<file path="src/rtl/assert_macros.svh">
// Assertion macros shared by the RTL of the substring search block.
// No dependencies; empty bodies when SYNTHESIS is defined.
`ifndef ASSERT_MACROS_SVH
`define ASSERT_MACROS_SVH
`ifndef SYNTHESIS
`define SFM_ASSERT(lbl, clk, rstn, prop) \
    lbl: assert property (@(posedge clk) disable iff (!rstn) prop) \
        else $error("assertion failed");
`define SFM_ASSERT_NEVER(lbl, clk, rstn, expr) \
    lbl: assert property (@(posedge clk) disable iff (!rstn) !(expr)) \
        else $error("forbidden condition");
`else
`define SFM_ASSERT(lbl, clk, rstn, prop)
`define SFM_ASSERT_NEVER(lbl, clk, rstn, expr)
`endif
`endif

</file>
<file path="src/rtl/sfm_pkg.sv">
// Package for the substring search block: sizes, mode and op codes, item type.
// No dependencies.
`timescale 1ns / 1ps
package sfm_pkg;

    localparam int CHAR_BITS   = 16;
    localparam int MAX_PATTERN = 16;
    localparam int MAX_TEXT    = 65536;
    localparam int POS_W       = 16;
    localparam int PCNT_W      = $clog2(MAX_PATTERN + 1);
    localparam int TCNT_W      = $clog2(MAX_TEXT + 1);

    // queue depth is a power of two so the pointers wrap on their own
    localparam int QUEUE_DEPTH = 2;
    localparam int QPTR_W      = $clog2(QUEUE_DEPTH);
    localparam int QCNT_W      = $clog2(QUEUE_DEPTH + 1);

    localparam logic [1:0] MODE_CLEAR  = 2'd0;
    localparam logic [1:0] MODE_APPEND = 2'd1;
    localparam logic [1:0] MODE_TEXT   = 2'd2;

    typedef enum logic [1:0] {
        OP_CLEAR,
        OP_APPEND,
        OP_TEXT
    } op_t;

    typedef struct packed {
        op_t                  op;
        logic [CHAR_BITS-1:0] ch;
        logic                 last;
    } item_t;

    typedef struct packed {
        logic full;
        logic empty;
    } q_stat_t;

endpackage

</file>
<file path="src/rtl/sfm_front.sv">
// Front stage: accepts input items, decodes mode, drops undefined modes.
// Depends on sfm_pkg.
`timescale 1ns / 1ps
module sfm_front (
    input  logic                          clk,
    input  logic                          rst_n,
    input  logic                          in_valid,
    output logic                          in_ready,
    input  logic [1:0]                    mode,
    input  logic [15:0]                   ch,
    input  logic                          last,
    output logic                          out_valid,
    input  logic                          out_ready,
    output sfm_pkg::item_t                item
);
    import sfm_pkg::*;

    logic  hold_valid_reg, hold_valid_next;
    item_t hold_item_reg, hold_item_next;
    logic  take;
    logic  known;
    op_t   op_dec;

    assign in_ready  = !hold_valid_reg || out_ready;
    assign take      = in_valid && in_ready;
    assign out_valid = hold_valid_reg;
    assign item      = hold_item_reg;

    always_comb
    begin
        known  = 1'b1;
        op_dec = OP_TEXT;
        case (mode)
            MODE_CLEAR:  op_dec = OP_CLEAR;
            MODE_APPEND: op_dec = OP_APPEND;
            MODE_TEXT:   op_dec = OP_TEXT;
            default:     known  = 1'b0;
        endcase
    end

    always_comb
    begin
        hold_valid_next = hold_valid_reg;
        hold_item_next  = hold_item_reg;
        if (take)
        begin
            hold_valid_next     = known;
            hold_item_next.op   = op_dec;
            hold_item_next.ch   = ch[CHAR_BITS-1:0];
            hold_item_next.last = last && (op_dec == OP_TEXT);
        end
        else if (out_ready)
        begin
            hold_valid_next = 1'b0;
        end
    end

    always_ff @(posedge clk or negedge rst_n)
    begin
        if (!rst_n)
            hold_valid_reg <= 1'b0;
        else
            hold_valid_reg <= hold_valid_next;
    end

    always_ff @(posedge clk)
    begin
        hold_item_reg <= hold_item_next;
    end

endmodule

</file>
<file path="src/rtl/sfm_queue.sv">
// Short FIFO of decoded items between the front and back stages.
// Depends on sfm_pkg.
`timescale 1ns / 1ps
module sfm_queue (
    input  logic               clk,
    input  logic               rst_n,
    input  logic               in_valid,
    output logic               in_ready,
    input  sfm_pkg::item_t     in_item,
    output logic               out_valid,
    input  logic               out_ready,
    output sfm_pkg::item_t     out_item,
    output sfm_pkg::q_stat_t   stat
);
    import sfm_pkg::*;

    item_t             mem [QUEUE_DEPTH];
    logic [QPTR_W-1:0] wr_ptr_reg, wr_ptr_next;
    logic [QPTR_W-1:0] rd_ptr_reg, rd_ptr_next;
    logic [QCNT_W-1:0] count_reg, count_next;
    logic              push, pop;

    assign stat.full  = (count_reg == QCNT_W'(QUEUE_DEPTH));
    assign stat.empty = (count_reg == '0);
    assign in_ready   = !stat.full;
    assign out_valid  = !stat.empty;
    assign out_item   = mem[rd_ptr_reg];
    assign push       = in_valid && in_ready;
    assign pop        = out_valid && out_ready;

    always_comb
    begin
        wr_ptr_next = push ? wr_ptr_reg + 1'b1 : wr_ptr_reg;
        rd_ptr_next = pop ? rd_ptr_reg + 1'b1 : rd_ptr_reg;
        count_next  = count_reg;
        if (push && !pop)
            count_next = count_reg + 1'b1;
        else if (pop && !push)
            count_next = count_reg - 1'b1;
    end

    always_ff @(posedge clk or negedge rst_n)
    begin
        if (!rst_n)
        begin
            wr_ptr_reg <= '0;
            rd_ptr_reg <= '0;
            count_reg  <= '0;
        end
        else
        begin
            wr_ptr_reg <= wr_ptr_next;
            rd_ptr_reg <= rd_ptr_next;
            count_reg  <= count_next;
        end
    end

    always_ff @(posedge clk)
    begin
        if (push)
            mem[wr_ptr_reg] <= in_item;
    end

endmodule

</file>
<file path="src/rtl/sfm_back.sv">
// Back stage: pattern shift register, text window, parallel compare, result.
// Depends on sfm_pkg.
`timescale 1ns / 1ps
module sfm_back (
    input  logic                clk,
    input  logic                rst_n,
    input  logic                in_valid,
    output logic                in_ready,
    input  sfm_pkg::item_t      in_item,
    output logic                out_valid,
    input  logic                out_ready,
    output logic                found,
    output logic [15:0]         position,
    output logic                text_too_long,
    output logic                pattern_too_long
);
    import sfm_pkg::*;

    // pattern and window both keep the newest character at index 0
    logic [CHAR_BITS-1:0] pat_reg [MAX_PATTERN];
    logic [CHAR_BITS-1:0] win_reg [MAX_PATTERN];
    logic [CHAR_BITS-1:0] win_shift [MAX_PATTERN];

    logic [PCNT_W-1:0] pcnt_reg, pcnt_next;
    logic              povf_reg, povf_next;
    logic [TCNT_W-1:0] tcnt_reg, tcnt_next;
    logic              tovf_reg, tovf_next;
    logic              seen_reg, seen_next;
    logic [POS_W-1:0]  start_reg, start_next;

    logic              res_valid_reg, res_valid_next;
    logic              res_found_reg, res_found_next;
    logic [POS_W-1:0]  res_pos_reg, res_pos_next;
    logic              res_tovf_reg, res_tovf_next;
    logic              res_povf_reg, res_povf_next;

    logic                  take;
    logic                  shift_pat, shift_win;
    logic [TCNT_W-1:0]     tcnt_inc;
    logic [TCNT_W-1:0]     start_full;
    logic [MAX_PATTERN-1:0] hit;
    logic                  len_ok;

    assign in_ready = !res_valid_reg || out_ready;
    assign take     = in_valid && in_ready;
    assign tcnt_inc = tcnt_reg + 1'b1;
    assign len_ok   = ({{(TCNT_W-PCNT_W){1'b0}}, pcnt_reg} <= tcnt_inc);
    assign start_full = tcnt_inc - {{(TCNT_W-PCNT_W){1'b0}}, pcnt_reg};

    always_comb
    begin
        win_shift[0] = in_item.ch;
        for (int i = 1; i < MAX_PATTERN; i++)
            win_shift[i] = win_reg[i-1];
        for (int k = 0; k < MAX_PATTERN; k++)
            hit[k] = (PCNT_W'(k) >= pcnt_reg) || (win_shift[k] == pat_reg[k]);
    end

    always_comb
    begin
        pcnt_next      = pcnt_reg;
        povf_next      = povf_reg;
        tcnt_next      = tcnt_reg;
        tovf_next      = tovf_reg;
        seen_next      = seen_reg;
        start_next     = start_reg;
        shift_pat      = 1'b0;
        shift_win      = 1'b0;
        res_valid_next = out_ready ? 1'b0 : res_valid_reg;
        res_found_next = res_found_reg;
        res_pos_next   = res_pos_reg;
        res_tovf_next  = res_tovf_reg;
        res_povf_next  = res_povf_reg;
        if (take)
        begin
            case (in_item.op)
                OP_CLEAR:
                begin
                    pcnt_next  = '0;
                    povf_next  = 1'b0;
                    tcnt_next  = '0;
                    tovf_next  = 1'b0;
                    seen_next  = 1'b0;
                    start_next = '0;
                end
                OP_APPEND:
                begin
                    if (pcnt_reg < PCNT_W'(MAX_PATTERN))
                    begin
                        shift_pat = 1'b1;
                        pcnt_next = pcnt_reg + 1'b1;
                    end
                    else
                    begin
                        povf_next = 1'b1;
                    end
                end
                OP_TEXT:
                begin
                    if (tcnt_reg >= TCNT_W'(MAX_TEXT))
                    begin
                        tovf_next = 1'b1;
                    end
                    else
                    begin
                        shift_win = 1'b1;
                        tcnt_next = tcnt_inc;
                        if (!seen_reg)
                        begin
                            if (pcnt_reg == '0)
                            begin
                                seen_next  = 1'b1;
                                start_next = '0;
                            end
                            else if (len_ok && (&hit))
                            begin
                                seen_next  = 1'b1;
                                start_next = start_full[POS_W-1:0];
                            end
                        end
                    end
                    if (in_item.last)
                    begin
                        res_valid_next = 1'b1;
                        res_found_next = seen_next;
                        res_pos_next   = seen_next ? start_next : '0;
                        res_tovf_next  = tovf_next;
                        res_povf_next  = povf_reg;
                        tcnt_next      = '0;
                        tovf_next      = 1'b0;
                        seen_next      = 1'b0;
                        start_next     = '0;
                    end
                end
                default:
                begin
                    pcnt_next = pcnt_reg;
                end
            endcase
        end
    end

    always_ff @(posedge clk or negedge rst_n)
    begin
        if (!rst_n)
        begin
            pcnt_reg      <= '0;
            povf_reg      <= 1'b0;
            tcnt_reg      <= '0;
            tovf_reg      <= 1'b0;
            seen_reg      <= 1'b0;
            start_reg     <= '0;
            res_valid_reg <= 1'b0;
        end
        else
        begin
            pcnt_reg      <= pcnt_next;
            povf_reg      <= povf_next;
            tcnt_reg      <= tcnt_next;
            tovf_reg      <= tovf_next;
            seen_reg      <= seen_next;
            start_reg     <= start_next;
            res_valid_reg <= res_valid_next;
        end
    end

    // only positions below the live counts are ever compared
    always_ff @(posedge clk)
    begin
        if (shift_pat)
        begin
            pat_reg[0] <= in_item.ch;
            for (int i = 1; i < MAX_PATTERN; i++)
                pat_reg[i] <= pat_reg[i-1];
        end
        if (shift_win)
        begin
            for (int i = 0; i < MAX_PATTERN; i++)
                win_reg[i] <= win_shift[i];
        end
        res_found_reg <= res_found_next;
        res_pos_reg   <= res_pos_next;
        res_tovf_reg  <= res_tovf_next;
        res_povf_reg  <= res_povf_next;
    end

    assign out_valid        = res_valid_reg;
    assign found            = res_found_reg;
    assign position         = res_pos_reg;
    assign text_too_long    = res_tovf_reg;
    assign pattern_too_long = res_povf_reg;

endmodule

</file>
<file path="src/rtl/substring_first_match.sv">
// Streaming first-occurrence search of a stored pattern in a text of wide
// characters. Sustains one item per cycle while no result waits on the output:
// a decode register feeds a two-entry queue, and the back stage compares the
// full 16-character window against the pattern in parallel for every text
// character. A last text item passes the decode register and the queue, and its
// result holds in the output register; while it waits, the back stage stalls
// and the queue and decode register absorb three more items.
// Depends on sfm_pkg, sfm_front, sfm_queue, sfm_back and assert_macros.svh.
`timescale 1ns / 1ps
`include "assert_macros.svh"
module substring_first_match (
    input  logic        clk,
    input  logic        rst_n,
    input  logic        in_valid,
    output logic        in_ready,
    input  logic [1:0]  mode,
    input  logic [15:0] ch,
    input  logic        last,
    output logic        out_valid,
    input  logic        out_ready,
    output logic        found,
    output logic [15:0] position,
    output logic        text_too_long,
    output logic        pattern_too_long
);
    import sfm_pkg::*;

    logic    front_valid, front_ready;
    item_t   front_item;
    logic    q_valid, q_ready;
    item_t   q_item;
    q_stat_t q_stat;

    sfm_front u_front (
        .clk       (clk),
        .rst_n     (rst_n),
        .in_valid  (in_valid),
        .in_ready  (in_ready),
        .mode      (mode),
        .ch        (ch),
        .last      (last),
        .out_valid (front_valid),
        .out_ready (front_ready),
        .item      (front_item)
    );

    sfm_queue u_queue (
        .clk       (clk),
        .rst_n     (rst_n),
        .in_valid  (front_valid),
        .in_ready  (front_ready),
        .in_item   (front_item),
        .out_valid (q_valid),
        .out_ready (q_ready),
        .out_item  (q_item),
        .stat      (q_stat)
    );

    sfm_back u_back (
        .clk              (clk),
        .rst_n            (rst_n),
        .in_valid         (q_valid),
        .in_ready         (q_ready),
        .in_item          (q_item),
        .out_valid        (out_valid),
        .out_ready        (out_ready),
        .found            (found),
        .position         (position),
        .text_too_long    (text_too_long),
        .pattern_too_long (pattern_too_long)
    );

    `SFM_ASSERT(a_pos_zero_when_missing, clk, rst_n, (out_valid && !found) |-> (position == '0))
    `SFM_ASSERT(a_back_waits_for_output, clk, rst_n, (q_valid && q_ready) |-> (!out_valid || out_ready))
    `SFM_ASSERT(a_front_holds_on_stall, clk, rst_n, (front_valid && !front_ready) |=> front_valid)
    `SFM_ASSERT_NEVER(a_queue_full_and_empty, clk, rst_n, q_stat.full && q_stat.empty)

endmodule
</file>
<file path="config.mk">
export PLATFORM = sky130hd
export DESIGN_NAME = substring_first_match
export DESIGN_NICKNAME = d
export VERILOG_FILES = /design/src/rtl/sfm_pkg.sv /design/src/rtl/sfm_front.sv /design/src/rtl/sfm_queue.sv /design/src/rtl/sfm_back.sv /design/src/rtl/substring_first_match.sv
export VERILOG_INCLUDE_DIRS = /design/src /design/src/rtl
export SDC_FILE = /design/constraint.sdc
export NUM_CORES = 1
export LEC_CHECK = 0
export ABC_AREA = 1
export BUFFER_PORTS_ARGS = -buffer_cell sky130_fd_sc_hd__buf_2
export CAP_MARGIN = 20
export CORE_MARGIN = 2
export CORE_UTILIZATION = 25
export DETAILED_ROUTE_END_ITERATION = 10
export PLACE_DENSITY = 0.51
export SLEW_MARGIN = 10
export SYNTH_ARGS = -nofsm -noshare
export SYNTH_HDL_FRONTEND = slang
export SYNTH_SLANG_ARGS = --single-unit
</file>
<file path="constraint.sdc">
create_clock -name clk -period 11 [get_ports clk]
set_input_delay 2.75 -clock clk [delete_from_list [all_inputs] [get_ports clk]]
set_output_delay 2.75 -clock clk [all_outputs]
set_load 0.01 [all_outputs]
</file>
Word level (Yosys, flattened, before mapping)
Memories as Yosys holds them, arrays and structs flattened.
Cells that the tools add are included.
{"block": "word_totals", "reg_bits": 85, "mem_bits_rw": 550, "input_bits": 23, "output_inout_bits": 21, "wordCells": 164, "n_memories": 3}
{"block": "classes", "addsub": 7, "n_lt_le_gt_ge": 19, "n_eq_ne": 26, "n_mux": 46, "n_reduce_logical": 45}
{"memory": "u_back.pat_reg", "depth": 16, "width": 16, "read_ports": 16, "rd_clocked_by_memory_dff": 0, "write_ports": 16, "line": "sfm_back.sv:20", "text": "logic [CHAR_BITS-1:0] pat_reg [MAX_PATTERN];"}
{"memory": "u_back.win_reg", "depth": 16, "width": 16, "read_ports": 15, "rd_clocked_by_memory_dff": 0, "write_ports": 16, "line": "sfm_back.sv:21", "text": "logic [CHAR_BITS-1:0] win_reg [MAX_PATTERN];"}
{"memory": "u_queue.mem", "depth": 2, "width": 19, "read_ports": 1, "rd_clocked_by_memory_dff": 0, "write_ports": 1, "line": "sfm_queue.sv:17", "text": "item_t mem [QUEUE_DEPTH];"}
{"cell": "16-bit == test", "count": 16}
{"cell": "16-bit 2-to-1 mux", "count": 5}
{"cell": "4-bit by 5-bit greater-or-equal comparator with 1-bit output (first input constant)", "count": 8}
{"cell": "17-bit 2-to-1 mux", "count": 2}
{"cell": "17-bit case mux with 2 select lines", "count": 1}
{"cell": "16-bit case mux with 2 select lines", "count": 1}
{"cell": "1-bit 2-to-1 mux", "count": 29}
{"cell": "3-bit by 5-bit greater-or-equal comparator with 1-bit output (first input constant)", "count": 4}
{"cell": "1-bit logical OR", "count": 18}
{"cell": "17-bit by 1-bit adder with 17-bit output (second input constant)", "count": 1}
{"cell": "17-bit greater-or-equal comparator (second input constant)", "count": 1}
{"cell": "5-bit by 17-bit <= comparator with 1-bit output", "count": 1}
{"cell": "16-bit AND reduction", "count": 1}
{"cell": "16-bit by 5-bit subtractor with 16-bit output", "count": 1}
{"cell": "3-bit AND reduction", "count": 4}
{"cell": "1-bit by 5-bit greater-or-equal comparator with 1-bit output (first input constant)", "count": 2}
{"cell": "2-bit by 5-bit greater-or-equal comparator with 1-bit output (first input constant)", "count": 2}
{"cell": "5-bit case mux with 2 select lines", "count": 1}
{"cell": "2-bit == test (second input constant)", "count": 4}
{"cell": "1-bit logical AND", "count": 7}
{"cell": "1-bit logical NOT", "count": 6}
{"cell": "2-bit logical NOT", "count": 3}
{"cell": "1-bit case mux with 2 select lines", "count": 3}
{"cell": "2-bit nonzero test", "count": 3}
{"cell": "other kinds (15)", "count": 19}

Logic depth before layout (Yosys ltp)
An unclocked memory read counts as a cell.
{"block": "depth", "ltp_word": 13, "mapped_depth": 22}

Modules after synthesis
Synthesis repeated with hierarchy kept, for this count alone.
{"block": "hier_totals", "cells_unflattened": 2295, "hier_area_um2": 25854.8}
{"mod": "sfm_back", "instances": 1, "cells_per_inst": 2130, "area_per_inst_um2": 23566.4, "seq_area_each_um2": 16515.8}
{"mod": "sfm_queue", "instances": 1, "cells_per_inst": 133, "area_per_inst_um2": 1646.6, "seq_area_each_um2": 1241.2}
{"mod": "sfm_front", "instances": 1, "cells_per_inst": 32, "area_per_inst_um2": 641.9, "seq_area_each_um2": 595.6}

Least setup slack after synthesis
No wires, ideal clock.
{"block": "synth_path", "kind": "input -> register", "start": "input out_ready", "end": "memory u_back.win_reg[0][0], enable pin", "setup_ns": 0.845, "t_arrival_ns": 13.309, "required_ns": 10.155, "slack_ns": -3.153, "cell_stages": 6, "cell_sequence": "nor2_1 > a21oi_1 > inv_1 > nor2_2 > nand2_1 > nor2_1"}
{"element": "from (decl)", "line": "substring_first_match.sv:20", "text": "input logic out_ready,"}
{"element": "to (decl)", "line": "sfm_back.sv:21"}

==> flow_metrics.py <==
metrics = {
    "grt": {
        "track_usage_pct": 7.833,
        "grt_max_degree": 167,
        "grt_overflow": 0,
        "use_met2_pct": 13.68,
        "grt_pass1_vias": 13630,
        "grt_pass1_wl_um": 68180,
        "grtUsageMet3_pct": 1.482,
        "use_met1_pct": 9.813,
        "grt_antenna_before_repair": 0,
        "grt_busiest_layer": "met2",
    },
    "route": {
        "drt_iter0_drc": 781,
        "post_drt_wl_per_cell_um": 10.88,
        "drcViolationCount": 0,
        "viasPerCell": 3.747,
        "finalWirelength_um": 41200,
        "drt_first_pass_iters": 5,
        "via_count": 14190,
        "ant_nets": 0,
    },
    "flow_run": {
        "max_cap_violations": 0,
    },
    "synth": {
        "synth_edf_count": 572,
        "ys_top_cells_by_area": "edfxtp_1 67%, nand2_1 9.5%, nor2_1 4.8%",
        "synth-main-ff-cell": "edfxtp_1",
        "syn_avg_cell_area_um2": 11.38,
        "ys_async_sr_fraction_pct": 7.593,
        "yosysTopAreaCell": "edfxtp_1",
        "ys_warn_count": 0,
        "synth_nets": 2310,
        "synth.top_cell.area_share_pct": 66.51,
        "synthCells": 2270,
        "netlist_area_um2": 25830,
        "ys_seq_elements": 619,
        "ys_types": 38,
        "synth.yosys.seq_area_share_pct": 71.06,
    },
    "clock_tree": {
        "clock_latency_ns": 0.62,
        "cts_root_buf": "clkbuf_16",
        "numCtsBuffers": 61,
        "clk_pin_slew_ns": 0.06,
        "clockBufferDepth": 3,
        "cts_resized": 0,
        "cts-hold-fix-buffers": 0,
        "h-tree-depth": 2,
        "cts_tree": "yes",
        "cts_sinks": 619,
        "cts_setup_buffers": 0,
    },
    "placed_design": {
        "hpwl_um": 26590,
        "place_inst": 3673,
        "io_buffers": 43,
        "gp_congestion": 0.7877,
    },
    "pwr": {
        "ir_drop_mv": 0.2293,
        "p_per_area_nw_per_um2": 283.8,
        "pwr-share-comb_pct": 26.0,
        "leakage_nw": 12.13,
        "p_int_mw": 5.572,
        "p_clk_share_pct": 23.4,
        "p_sw_mw": 2.844,
        "swShare_pct": 33.79,
        "pwr-share-seq_pct": 50.6,
    },
    "sta": {
        "finalSetupViolCount": 0,
        "slew_violations": 0,
        "finalSetupTns_ns": 0,
        "rsz0062_at_grt": "false",
        "hold_viol": 0,
        "worst_pin_slew_ns": 1.061,
        "period_minus_slack_ns": 5.040,
        "fmax_mhz": 198.4,
        "skew_ns": 0.01962,
        "fin_hold_ws_ns": 0.4438,
        "max_slew_margin_pct": 29.26,
        "fin_crit_sh_pct": 45.82,
    },
    "critical_path": {
        "critPathArrivalTime_ns": 5.28,
        "crit_buf_inv": 3,
        "cpLargestDelayFamily": "simple AND/OR/NAND/NOR gates",
        "end_kind": "flop",
        "slowest_stage": "buf_12",
        "path_cells": "buf_2, nor2_1, a21oi_1, inv_1, nor2_2, nand2_1, nor2_4, buf_12",
        "critPathMaxStageDelay_ns": 0.71,
        "critical_path.max_fanout": 166,
        "start_kind": "input port",
        "worstPathRequired_ns": 11.24,
        "worstSetupPathType": "in2reg",
    },
    "layout": {
        "diodes": 0,
        "multi_input_area_um2": 6146,
        "n_fill_cell": 10460,
        "fin_cells": 3788,
        "largest_reg_flops": 256,
        "layout-drive-gt1-share_pct": 8.017,
        "nets": 2409,
        "seqCellArea_um2": 18350,
        "final_util_pct": 29.02,
        "syn_to_final_growth_pct": 14.82,
    },
    "floorplanning": {
        "coreArea_um2": 102200,
        "initial_core_util_pct": 25.28,
        "die_area_um2": 105900,
        "io_pins": 44,
        "dieWidth_um": 325.4,
        "core.rowCount": 117,
        "die_h_um": 325.4,
    },
    "min_path": {
        "min-delay-path-class": "reg2reg",
    },
    "status": {
        "status": "completed",
    },
}
## through the flow
stage | setup WS (ns) | power (mW) | cell area (um^2)
after floorplan | 0.9138 | 6.082 | 25830
after global placement | 5.332 | 6.502 | 27720
after detailed placement | 5.288 | 6.559 | 27740
after CTS | 5.951 | 8.562 | 29640
after global routing | 5.764 | 9.063 | 29650
final | 5.960 | 8.416 | 29650
## path summary, 6_finish.rpt
kind                       slack (ns)               start  cells after the start                     end
setup / recovery                 5.96           out_ready                      8   u_back.win_reg[1][28]
hold / removal                   0.44    u_front.item[17]                      0      u_queue.mem[1][17]
setup reg to reg                 6.98  u_queue.rd_ptr_reg                      8  u_back.pat_reg[1][113]
hold reg to reg                  0.44    u_front.item[17]                      0      u_queue.mem[1][17]
max in group asynchronous        8.32               rst_n                      2      u_queue.wr_ptr_reg
min in group asynchronous        2.23               rst_n                      2     u_back.start_reg[0]
## cells in the final DEF (no fill, tap or decap), types with 16 or more instances in the layout
cell,n
dfrtp_1,47
clkbuf_16,62
o21ai_0,16
buf_2,43
nand3_1,59
nand2_2,17
xor2_1,112
o22ai_1,17
inv_1,319
nand2_1,657
clkbuf_1,16
nor2_1,327
ha_1,16
edfxtp_1,572
## logic make-up (layout without fill, tap and decap cells)
kind of cell             Yosys count  count (layout)  synth area share (%)
XOR/XNOR                         121             121                 4.190
buffers and inverters            343             493                 5.203
adder cells (fa/ha/maj)           17              17                0.8526
AND/OR/NAND/NOR                 1114            1114                 17.44
flip-flops                       619             619                 71.06
AO/OA/AOI/OAI                     56              56                 1.260
## cell usage after synthesis (2+ instances only)
cell / instances
nor2_2: 8
inv_1: 320
inv_2: 7
clkbuf_1: 3
o31ai_1: 3
nand2_2: 17
nor3_1: 6
buf_2: 4
o21ai_0: 16
nand3_2: 2
dfrtp_1: 47
xor2_2: 3
a21oi_1: 15
xnor2_1: 6
ha_1: 16
or2_2: 2
buf_6: 5
o22ai_1: 17
nand3b_1: 7
nand2_1: 657
nor3_2: 2
nand4_1: 10
nor2_1: 331
edfxtp_1: 572
nor2_4: 8
nand3_1: 59
nand2_4: 2
buf_4: 3
xor2_1: 112
nor3b_1: 2
## power by group through the flow
stage	combinational [mW]	sequential, mW	clock (mW)
6_report	2.19	4.26	1.97
5_1_grt	2.54	4.38	2.14
3_3_place_gp	2.21	4.29	0
2_1_floorplan	1.72	4.36	0
3_5_place_dp	2.24	4.31	0
4_1_cts	2.25	4.27	2.04
## per-layer routing
| layer | share of wire (%) | up-vias |
|---|---|---|
| met3 | 3.8 | 71 |
| met5 | 0 | - |
| met1 | 46 | 6434 |
| met2 | 48 | 163 |
| met4 | 2.2 | 0 |
| li1 | - | 7526 |
## layout make-up
cell class | count | share of cell area [%]
flip-flops and latches | 619 | 61.89
repair buffers | 51 | 1.008
clock buffers | 78 | 5.434
multi-input cells | 1308 | 20.72
well taps | 1368 | 5.772
clock inverters | 36 | 0.9873
inverters | 328 | 4.185
Power figures use the tool's default switching activity.
